[config.mk]
export PLATFORM = sky130hd
export DESIGN_NAME = plsu_cell
export DESIGN_NICKNAME = d
export VERILOG_FILES = /design/src/rtl/core/plsu_pkg.sv /design/src/rtl/core/plsu_cell.sv
export SDC_FILE = /design/constraint.sdc
export NUM_CORES = 1
export LEC_CHECK = 0
export ABC_CLOCK_PERIOD_IN_PS = 8600
export BUFFER_PORTS_ARGS = -buffer_cell sky130_fd_sc_hd__buf_2
export CAP_MARGIN = 15
export CORE_MARGIN = 3
export CORE_UTILIZATION = 30
export CTS_CLUSTER_SIZE = 8
export DETAILED_ROUTE_END_ITERATION = 16
export GPL_ROUTABILITY_DRIVEN = 1
export MAX_ROUTING_LAYER = met4
export PLACE_DENSITY = 0.7
export SETUP_SLACK_MARGIN = 0.02
export SYNTH_ARGS = -nofsm -noshare
export SYNTH_HDL_FRONTEND = slang
export SYNTH_SLANG_ARGS = --single-unit
[constraint.sdc]
create_clock -name aclk -period 8.6 [get_ports aclk]
set_input_delay 0.43 -clock aclk [delete_from_list [all_inputs] [get_ports aclk]]
set_output_delay 0.43 -clock aclk [all_outputs]
set_load 0.005 [all_outputs]
[src/rtl/core/plsu_pkg.sv]
`timescale 1ns / 1ps

package plsu_pkg;

    localparam int DATA_W = 32;
    localparam int REQ_W  = 2;
    localparam int STAT_W = 2;

    // request kinds
    localparam logic [REQ_W-1:0] REQ_INSERT = 2'd0;
    localparam logic [REQ_W-1:0] REQ_ERASE  = 2'd1;
    localparam logic [REQ_W-1:0] REQ_SORT   = 2'd2;
    localparam logic [REQ_W-1:0] REQ_DUMP   = 2'd3;

    // status codes
    localparam logic [STAT_W-1:0] STAT_OK      = 2'd0;
    localparam logic [STAT_W-1:0] STAT_BAD_POS = 2'd1;
    localparam logic [STAT_W-1:0] STAT_FULL    = 2'd2;

    typedef enum logic [2:0] {
        CELL_HOLD,
        CELL_INSERT,
        CELL_ERASE,
        CELL_SWAP,
        CELL_ROTATE
    } cell_op_t;

    typedef struct packed {
        cell_op_t op;
        logic     phase;   // odd/even pairing for the sort rounds
    } cell_ctrl_t;

endpackage

[src/rtl/core/plsu_cell.sv]
`timescale 1ns / 1ps

module plsu_cell
    import plsu_pkg::*;
#(
    parameter int IDX   = 0,
    parameter int CNT_W = 7
) (
    input  logic              aclk,
    input  cell_ctrl_t        ctrl_i,
    input  logic [CNT_W-1:0]  pos_i,
    input  logic [CNT_W-1:0]  count_i,
    input  logic [DATA_W-1:0] value_i,
    input  logic [DATA_W-1:0] head_i,
    input  logic [DATA_W-1:0] prev_i,
    input  logic [DATA_W-1:0] next_i,
    input  logic              gt_left_i,
    output logic [DATA_W-1:0] data_o,
    output logic              gt_o
);

    localparam logic [CNT_W:0] IDX_X  = (CNT_W+1)'(IDX);
    localparam logic [CNT_W:0] IDX_P1 = (CNT_W+1)'(IDX + 1);
    localparam logic           PARITY = 1'(IDX % 2);

    logic [DATA_W-1:0] data_reg;
    logic [DATA_W-1:0] data_next;
    logic [CNT_W:0]    pos_x;
    logic [CNT_W:0]    cnt_x;
    logic              is_left;

    assign pos_x   = {1'b0, pos_i};
    assign cnt_x   = {1'b0, count_i};
    assign is_left = (PARITY == ctrl_i.phase);
    assign gt_o    = $signed(data_reg) > $signed(next_i);
    assign data_o  = data_reg;

    always_comb begin
        data_next = data_reg;
        case (ctrl_i.op)
            CELL_INSERT: begin
                if (IDX_X == pos_x) begin
                    data_next = value_i;
                end else if (IDX_X > pos_x) begin
                    data_next = prev_i;
                end
            end
            CELL_ERASE: begin
                if (IDX_X >= pos_x) begin
                    data_next = next_i;
                end
            end
            CELL_SWAP: begin
                // strict compare keeps equal values in order
                if (is_left) begin
                    if (IDX_P1 < cnt_x && gt_o) begin
                        data_next = next_i;
                    end
                end else if (IDX != 0 && IDX_X < cnt_x && gt_left_i) begin
                    data_next = prev_i;
                end
            end
            CELL_ROTATE: begin
                if (IDX_P1 < cnt_x) begin
                    data_next = next_i;
                end else if (IDX_P1 == cnt_x) begin
                    data_next = head_i;
                end
            end
            default: begin
                data_next = data_reg;
            end
        endcase
    end

    always_ff @(posedge aclk) begin
        data_reg <= data_next;
    end

endmodule

== Yosys cells after proc, flatten, opt, wreduce, memory -nomap -nowiden ==
Index checks and enable logic that the tools add are counted.
W data, S select, Z words.
Operators by class
  equal/unequal tests: 10
  $lt $le $gt $ge: 4
  muxes and demuxes: 8
  reductions and logical operators: 4
Operator list (count)
  $mux W32: 7
  $pmux W32 S4: 1
  $gt A32 B32 Y1: 1
  $logic_not A8 Y1: 1
  $eq A1 B7 Y1 const A: 1
  $ge A1 B7 Y1 const A: 1
  $gt A1 B7 Y1 const A: 1
  $lt A1 B7 Y1 const A: 1
  $eq A3 B2 Y1 const B: 2
  $ne A2 B2 Y1 const B: 3
  $ne A3 B3 Y1 const B: 2
  $reduce_and A6 Y1: 1
  $reduce_bool A4 Y1: 1
  $eq A3 B1 Y1 const B: 1
  $eq A3 B3 Y1 const B: 1
  $logic_and A1 B1 Y1: 1
Storage, ports and cells
  bits in registers: 32

== Depth between registers and ports, before layout ==
Gate-level depths: netlist of the first run.
  depth after elaboration: 5
  gate-level depth with buffers: 9

== Least setup slack after synthesis of the first run ==
Ideal clock, no wire load.
  kind: input to register
  start: input port next_i[31]
  end: register data_reg[0], in the netlist data_o[0] (enable)
  cell stages on the path: 8
  setup slack: 5627 ps
  arrival: 2582 ps
  cells stage by stage: inv_1 -> ha_1 -> nand4_2 -> nor2_1 -> a221o_1 -> a211o_1 -> o32ai_1 -> o21a_1
On the way
  cells in the longest elaborated chain, start to end: 4
RTL lines
  from (decl): RTL line plsu_cell.sv:16  | input logic [DATA_W-1:0] next_i,
  $gt A32 B32 Y1: RTL line plsu_cell.sv:35  | assign gt_o = $signed(data_reg) > $signed(next_i);
  $logic_and A1 B1 Y1: RTL line plsu_cell.sv:56  | if (IDX_P1 < cnt_x && gt_o) begin
  $ne A2 B2 Y1 (no source line)
  $reduce_and A6 Y1 (no source line)
  to (signal assigned): RTL line plsu_cell.sv:77  | data_reg <= data_next;
  to (decl): RTL line plsu_cell.sv:26  | logic [DATA_W-1:0] data_reg;
No other way between the ends.
A chain may end at the register's enable or synchronous reset.

== Final worst setup path of the first run ==
  start: register data_reg[21], in the netlist data_o[21]
  end: register data_reg[18], in the netlist data_o[18] (enable)
On the way
  cells in the longest elaborated chain, start to end: 4
RTL lines (RTL line)
  $gt A32 B32 Y1: plsu_cell.sv:35
  $logic_and A1 B1 Y1: plsu_cell.sv:56
  $ne A2 B2 Y1 (no source line)
  $reduce_and A6 Y1 (no source line)
No other way between the ends.

==> impl_metrics.toml, run 1 <==
[yosys]
yosysWarnings = 0
syn_area_um2 = 2740
yosys.area.top_type = "edfxtp_1"
synth_edf_count = 32
yosysTopAreaCellShare_pct = 35.1
synth-seq-cells = 32
syn-num-nets = 501
syn_avg_cell_area_um2 = 8.52
synth.area.top_cells = "edfxtp_1 (35%), ha_1 (15%), a221o_1 (12%)"
netlist_instances = 321
post_synth_num_cell_types = 32
synth_top_cells_by_count = "nand2_1 (78), a21oi_1 (47), a221o_1 (34), inv_1 (34)"
post-synth-top-count-cell = "nand2_1"
synth-async-reset-ratio_pct = 0
synth_top_flop_cell = "edfxtp_1"
synth_seq_area_share_pct = 35.1

[worst_hold_path]
hold_start = "head_i[11]"
hold_path.class = "input pin to register"
hold_depth = 2
holdPathEnd = "data_o[11]$_DFFE_PP_"

[floorplanning]
ios = 181
fp.dieW_um = 102
start_util_pct = 31.1
core_region_area_um2 = 8810
die_h_um = 102
num_rows = 34
dieArea_um2 = 10300

[clocking]
cts_buffers = 5
clk_pin_slew_ps = 70
cts_root_buffer = "clkbuf_8"
clkSinkCount = 32
postCtsSetupBuffers = 0
holdBufCountCts = 0
htreeDepth = 2
cts_tree = "built"
ctsResizeCount = 0
cts_buffer_depth = 2
clk_latency_ps = 290

[setup_path]
critPathSlowestCell = "o21a_2"
cp-end-kind = "register"
cp.required_ps = 8510
reg2reg_depth = 7
crit_type = "register to register"
cp_top_family = "compound AO/OA/AOI/OAI gates"
crit_path_max_fanout = 32
worstReg2RegStart = "data_o[21]$_DFFE_PP_"
reg2reg_slack_ps = 5540
worst-path-buf-inv = 0
crit_path_start_kind = "register"
r2r-end = "data_o[18]$_DFFE_PP_"
critical_path_arrival_ps = 2970
path_cells = "ha_1 -> a21oi_1 -> o21ai_0 -> a221o_1 -> a211o_1 -> o32ai_1 -> o21a_2"
critPathMaxStageDelay_ps = 750

[timing]
fmax_mhz = 327
hold_viol = 0
finalCriticalPeriod_ps = 3060
relSlewSlack_pct = 43.3
finalSetupViolCount = 0
finalMaxSlewViolations = 0
grt_setup_unrepaired = "no"
period_share_pct = 35.5
tightest_slew_ps = 851
fin_hold_ws_ps = 440
setup_tns_ps = 0
skew_ps = 9.25

[power]
peakVddDrop_mv = 0.0419
p_leak_uw = 0.00199
power_per_cell_area_nw_per_um2 = 117
finalPower_uw = 453

[layout]
largest_reg_flops = 32
nFillCells = 882
final_nets = 676
drive_gt1_share_pct = 39.5
syn2layout_area_growth_pct = 41.3

[global_route]
overflow = 0
antenna_found_initial = 1
grt_max_degree = 33
grtUsageTotal_pct = 18.5
grt_pass1_wl_mm = 14.3
grt_pass1_vias = 3009

[outcome]
status = "finished, final reports clean"

[route]
drc = 0
first_iter_violations = 76
wl_per_cell_um = 15.8
drtAntennaViolNets = 0
first_pass_iters = 4
vias_per_cell = 5.06
routed_wirelength_mm = 9.56
route.vias.total = 3064

[placed_design]
portBuffers = 179
dp_hpwl_mm = 7.68
place.gp.congestion = 0.814

[job]
maxCapViolations = 0
how the worst max path moves through the flow:
| stage | start | to | slack, ps | cells after the start |
|---|---|---|---|---|
| after floorplan | next_i[31] | data_o[0]$_DFFE_PP_ | 5630 | 8 |
| after global placement | next_i[21] | data_o[17]$_DFFE_PP_ | 5310 | 9 |
| after detailed placement | next_i[21] | data_o[23]$_DFFE_PP_ | 5310 | 9 |
| after CTS | data_o[21]$_DFFE_PP_ | data_o[5]$_DFFE_PP_ | 5470 | 7 |
| after global routing | data_o[31]$_DFFE_PP_ | data_o[24]$_DFFE_PP_ | 5310 | 7 |
| final | data_o[21]$_DFFE_PP_ | data_o[18]$_DFFE_PP_ | 5540 | 7 |
power breakdown:
| group | switching (uW) | total [uW] | leakage (uW) | internal (uW) |
|---|---|---|---|---|
| registers | 7.04 | 197 | 0.000304 | 190 |
| logic | 72.2 | 144 | 0.00164 | 71.5 |
| clock network | 59.0 | 112 | 0.0000391 | 53.5 |
| total | 138 | 453 | 0.00199 | 315 |
cells by family (layout without fill, tap and decap cells):
family	count (synthesis)	in the layout	synth area share, %
other	0	1	0
flip-flops	32	32	35.1
buffers and inverters	50	225	7.04
AO/OA/AOI/OAI	97	97	25.0
AND/OR/NAND/NOR	110	110	18.2
adder cells (fa/ha/maj)	32	32	14.6
cell type report:
type	count	area, um2	share of cell area (%)
Tap cell	108	135	3.50
Clock inverter	2	7.51	0.194
Multi-Input combinational cell	239	1590	41.1
Sequential cell	32	961	24.9
Inverter	34	128	3.30
Antenna cell	1	2.50	0.0647
Timing Repair Buffer	184	973	25.2
Clock buffer	5	68.8	1.78
metal layers:
layer	track usage [%]	vias up	share of wire, %
met3	2.13	8	4.9
met2	32.6	107	51
met1	22.2	1410	43
li1	-	1539	-
met5	-	-	0
met4	5.32	0	1.1
cell usage in the layout (no fill, tap or decap), drive strengths merged, types with 2 or more instances in the layout:
cell	count
buf	184
nand2	78
a21oi	47
inv	34
a221o	34
ha	32
edfxtp	32
nor2	8
nand3	7
o21ai	7
nand4	6
clkbuf	5
nor4	3
nor3	2
a221oi	2
clkinv	2
per-stage QoR:
step / cell area [um2] / std cells / utilization, % / setup slack (ps)
final: 3870 / 605 / 43.9 / 5540
after global routing: 3870 / 605 / 43.9 / 5310
after CTS: 3810 / 602 / 43.3 / 5470
after detailed placement: 3730 / 595 / 42.4 / 5310
after global placement: 3730 / 595 / 42.4 / 5310
after floorplan: 2740 / 321 / - / 5630
No activity file was read; power rests on OpenSTA's default activity.
==> run 2: changes to the inputs <==
--- a/config.mk
+++ b/config.mk
@@ -5,7 +5,7 @@
 export SDC_FILE = /design/constraint.sdc
 export NUM_CORES = 1
 export LEC_CHECK = 0
-export ABC_CLOCK_PERIOD_IN_PS = 8600
+export ABC_CLOCK_PERIOD_IN_PS = 2650
 export BUFFER_PORTS_ARGS = -buffer_cell sky130_fd_sc_hd__buf_2
 export CAP_MARGIN = 15
 export CORE_MARGIN = 3
@@ -14,7 +14,7 @@
 export DETAILED_ROUTE_END_ITERATION = 16
 export GPL_ROUTABILITY_DRIVEN = 1
 export MAX_ROUTING_LAYER = met4
-export PLACE_DENSITY = 0.7
+export PLACE_DENSITY = 0.72
 export SETUP_SLACK_MARGIN = 0.02
 export SYNTH_ARGS = -nofsm -noshare
 export SYNTH_HDL_FRONTEND = slang
==> constraint.sdc (replaced) <==
create_clock -name aclk -period 2.65 [get_ports aclk]
set_input_delay 0.1325 -clock aclk [delete_from_list [all_inputs] [get_ports aclk]]
set_output_delay 0.1325 -clock aclk [all_outputs]
set_load 0.005 [all_outputs]
==> impl_metrics.toml, run 2 (synthesis gave the netlist of run 1 again) <==
[clocking]
clk_pin_slew_ps = 70
clkSinkCount = 32
clk_latency_ps = 280
cts_buffers = 5
htreeDepth = 2
cts_tree = "built"
cts_buffer_depth = 2
cts_root_buffer = "clkbuf_8"

[floorplanning]
start_util_pct = 31.1
dieArea_um2 = 10300
ios = 181
die_h_um = 102
core_region_area_um2 = 8810
num_rows = 34
fp.dieW_um = 102

[setup_path]
cp_top_family = "compound AO/OA/AOI/OAI gates"
crit_path_start_kind = "register"
path_cells = "ha_4 -> a21oi_2 -> o21ai_2 -> a221o_1 -> a211o_1 -> a211oi_2 -> o21ai_1 -> a21oi_1 -> buf_2"
critical_path_arrival_ps = 2460
cp.required_ps = 2520
crit_path_max_fanout = 3
critPathSlowestCell = "edfxtp_1"
critPathMaxStageDelay_ps = 440
crit_type = "register to primary output"
worst-path-buf-inv = 1
cp-end-kind = "primary output"

[timing]
period_share_pct = 98.0
hold_viol = 0
finalMaxSlewViolations = 0
finalCriticalPeriod_ps = 2600
skew_ps = 5.28
relSlewSlack_pct = 36.4
grt_setup_unrepaired = "yes"
tightest_slew_ps = 951
finalSetupViolCount = 0
setup_tns_ps = 0
fmax_mhz = 385

[route]
drc = 0
routed_wirelength_mm = 10.2
first_pass_iters = 5
drtAntennaViolNets = 0
route.vias.total = 3178
vias_per_cell = 5.15
wl_per_cell_um = 16.6
first_iter_violations = 113

[layout]
final_nets = 687
final_cell_mix = "buf_2 (179), nand2_1 (78), a21oi_1 (44)"
syn2layout_area_growth_pct = 49.5
largest_reg_flops = 32
drive_gt1_share_pct = 43.5
final_common_cell = "buf_2"

[global_route]
antenna_found_initial = 1
overflow = 0
grt_pass1_vias = 3039
grt_max_degree = 33
grt_pass1_wl_mm = 14.7
grtUsageTotal_pct = 18.9

[power]
p_leak_uw = 0.00205
finalPower_uw = 1540
power_per_cell_area_nw_per_um2 = 377
peakVddDrop_mv = 0.179

[placed_design]
dp_hpwl_mm = 8.09
portBuffers = 179
place.gp.congestion = 0.781

[outcome]
status = "finished, final reports clean"

[job]
maxCapViolations = 0

[worst_hold_path]
hold_path.class = "input pin to register"
-- run 2: cell types whose count changed in the layout (fill, tap and decap cells not counted), sizes merged --
cell / change
buf: +11
clkbuf: +2
clkinv: -1
-- run 2: worst register-to-register path, stage by stage, from the launching register on --
cell and delay, ps:
edfxtp_1 440, ha_4 280, a21oi_2 140, o21ai_2 100
a221o_1 300, a211o_1 340, or2b_1 180, nand4b_1 80
o21a_2 280, buf_12 170
-- run 2: routing by layer --
metal,up-vias,share of wire [%],track usage (%)
li1,1561,-,-
met1,1439,39,22.4
met2,159,52,32.0
met3,19,7.3,3.17
met4,0,2.0,6.95
met5,-,0,-
-- run 2: where the power goes --
part	leakage (uW)	switching [uW]	internal, uW
sequential	0.000304	25.9	616
clock	0.0000399	184	183
combinational	0.00170	265	269
-- run 2: final timing paths --
check / startpoint / endpoint / slack, ps / cells past startpoint
max reg2reg: data_o[23]$_DFFE_PP_ / data_o[10]$_DFFE_PP_ / 100 / 9
min: head_i[12] / data_o[12]$_DFFE_PP_ / 140 / 2
min reg2reg: data_o[31]$_DFFE_PP_ / data_o[2]$_DFFE_PP_ / 1340 / 5
max: data_o[23]$_DFFE_PP_ / gt_o / 50 / 9
-- run 2: area by class of cell --
| type | count | area, um2 |
|---|---|---|
| diodes | 1 | 2.50 |
| clock inverters | 1 | 3.75 |
| repair buffers | 195 | 1040 |
| inverters | 34 | 128 |
| flip-flops and latches | 32 | 961 |
| fillers | 863 | 4720 |
| clock buffers | 7 | 76.3 |
| well taps | 108 | 135 |
| multi-input cells | 239 | 1740 |
-- run 2: metrics by stage --
stage	instances	utilization [%]	cell area, um2	worst slack (ps)	hold WS [ps]
after global placement	603	43.4	3820	12.5	436
after CTS	611	44.3	3910	7.54	131
after global routing	617	46.4	4090	-62.8	139
final	617	46.4	4090	52.7	141
after floorplan	321	-	2740	47.3	347
after detailed placement	603	43.4	3820	-45.5	434
-- run 2: what timing repair did --
item,in CTS,in global routing
endpoints found under the hold margin,0,0
setup endpoints to repair,31,31
gates resized for setup,1,17
pin swaps,0,8
hold buffers,0,0
buffers inserted,0,5
==> run 3: changes to the inputs <==
--- a/config.mk
+++ b/config.mk
@@ -9,12 +9,13 @@
 export BUFFER_PORTS_ARGS = -buffer_cell sky130_fd_sc_hd__buf_2
 export CAP_MARGIN = 15
 export CORE_MARGIN = 3
-export CORE_UTILIZATION = 30
+export CORE_UTILIZATION = 39
+export CTS_CLUSTER_DIAMETER = 80
 export CTS_CLUSTER_SIZE = 8
 export DETAILED_ROUTE_END_ITERATION = 16
 export GPL_ROUTABILITY_DRIVEN = 1
 export MAX_ROUTING_LAYER = met4
-export PLACE_DENSITY = 0.72
+export PLACE_DENSITY = 0.87
 export SETUP_SLACK_MARGIN = 0.02
 export SYNTH_ARGS = -nofsm -noshare
 export SYNTH_HDL_FRONTEND = slang
==> impl_metrics.toml, run 3 (synthesis gave the netlist of run 1 again) <==
[outcome]
status = "finished, final reports clean"

[timing]
skew_ps = 5.69
grt_setup_unrepaired = "yes"
finalCriticalPeriod_ps = 2540
tightest_slew_ps = 743
finalSetupViolCount = 0
fin_hold_ws_ps = 150
hold_viol = 0
relSlewSlack_pct = 50.5
setup_tns_ps = 0
finalMaxSlewViolations = 0
fmax_mhz = 394
period_share_pct = 95.7

[job]
maxCapViolations = 0

[floorplanning]
num_rows = 29
dieArea_um2 = 8060
ios = 181
die_h_um = 89.8
fp.dieW_um = 89.8
start_util_pct = 41.7
core_region_area_um2 = 6570

[global_route]
grt_pass1_wl_mm = 15.0
overflow = 0
grt_pass1_vias = 3226
grtUsageTotal_pct = 23.4
grt_max_degree = 33
antenna_found_initial = 0

[route]
drc = 0
routed_wirelength_mm = 9.53
route.vias.total = 3116
drtAntennaViolNets = 0
wl_per_cell_um = 15.9
first_iter_violations = 131
vias_per_cell = 5.19
first_pass_iters = 4

[setup_path]
crit_path_max_fanout = 3
worstReg2RegStart = "data_o[23]$_DFFE_PP_"
reg2reg_depth = 9
critical_path_arrival_ps = 2400
critical_path.startpoint = "data_o[30]$_DFFE_PP_"
cp.required_ps = 2520
crit_type = "register to primary output"
r2r-end = "data_o[24]$_DFFE_PP_"
crit_path_start_kind = "register"
cp-end-kind = "primary output"
reg2reg_slack_ps = 150
worstSetupEndpoint = "gt_o"

[clocking]
clk_latency_ps = 280
holdBufCountCts = 0
cts_tree = "built"
cts_root_buffer = "clkbuf_8"
htreeDepth = 2
cts_buffer_depth = 2
clk_pin_slew_ps = 70
cts_buffers = 5
clkSinkCount = 32

[layout]
largest_reg_flops = 32
final_nets = 686
drive_gt1_share_pct = 43.9
final_cell_mix = "buf_2 (179), nand2_1 (78), a21oi_1 (43)"
final_common_cell = "buf_2"
syn2layout_area_growth_pct = 48.7
nFillCells = 604

[placed_design]
portBuffers = 179
place.gp.congestion = 0.820
dp_hpwl_mm = 7.61

[power]
p_leak_uw = 0.00205
peakVddDrop_mv = 0.299
power_per_cell_area_nw_per_um2 = 377

[worst_hold_path]
hold_path.class = "input pin to register"
[run 3: cell types whose count changed in the layout (fill, tap and decap cells not counted), sizes merged]
cell | before | now
buf | 195 | 194
clkbuf | 7 | 6
[run 3: worst min-delay path by stage]
| stage | startpoint | end | cells after the start | slack [ps] |
|---|---|---|---|---|
| global placement | head_i[4] | data_o[4]$_DFFE_PP_ | 2 | 430 |
| finish | head_i[5] | data_o[5]$_DFFE_PP_ | 2 | 150 |
| CTS | head_i[5] | data_o[5]$_DFFE_PP_ | 2 | 140 |
| detailed placement | head_i[5] | data_o[5]$_DFFE_PP_ | 2 | 430 |
| floorplan | head_i[0] | data_o[0]$_DFFE_PP_ | 1 | 350 |
| global route | head_i[5] | data_o[5]$_DFFE_PP_ | 2 | 140 |
[run 3: area by class of cell]
class	instances	area, um2	share of cell area, %
well taps	93	116	2.86
diodes	1	2.50	0.0615
multi-input cells	239	1740	42.7
flip-flops and latches	32	961	23.6
repair buffers	194	1050	25.7
clock inverters	1	5.00	0.123
clock buffers	6	72.6	1.78
inverters	34	128	3.14
[run 3: critical path, cell delays in order, from the launching register on]
cell	delay, ps
edfxtp_1	450
ha_4	290
a21oi_2	130
nand2_1	70
a221o_1	310
a211o_1	300
a211oi_2	190
o21ai_1	120
a21oi_2	130
buf_2	130
[run 3: routing by layer]
layer	vias to the layer above	track usage, %	routed length [um]
li1	1556	-	-
met1	1417	27.2	3810
met2	129	41.4	4850
met3	14	3.76	677
met4	0	7.15	184
met5	-	-	0
[run 3: through the flow]
stage | setup WS [ps] | std cells | utilization (%) | cell area, um2 | power [uW]
after CTS | 36.5 | 595 | 60.1 | 3950 | 1510
after floorplan | 47.3 | 321 | - | 2740 | 883
after detailed placement | 25.1 | 587 | 57.9 | 3800 | 1130
final | 114 | 600 | 61.9 | 4070 | 1530
after global placement | 87.2 | 587 | 57.9 | 3800 | 1120
after global routing | -1.91 | 599 | 61.9 | 4070 | 1620
[run 3: what timing repair did]
item | CTS | global route
resized for setup | 9 | 11
endpoints found under the hold margin | 0 | 0
endpoints found under the setup margin | 33 | 33
cloned | 0 | 0
setup buffers | 1 | 4
pin swaps | 2 | 10
[run 3: power breakdown]
part           total, uW  switching (uW)  internal (uW)
clock network        359             181            179
logic                534             262            272
registers            642            25.7            616
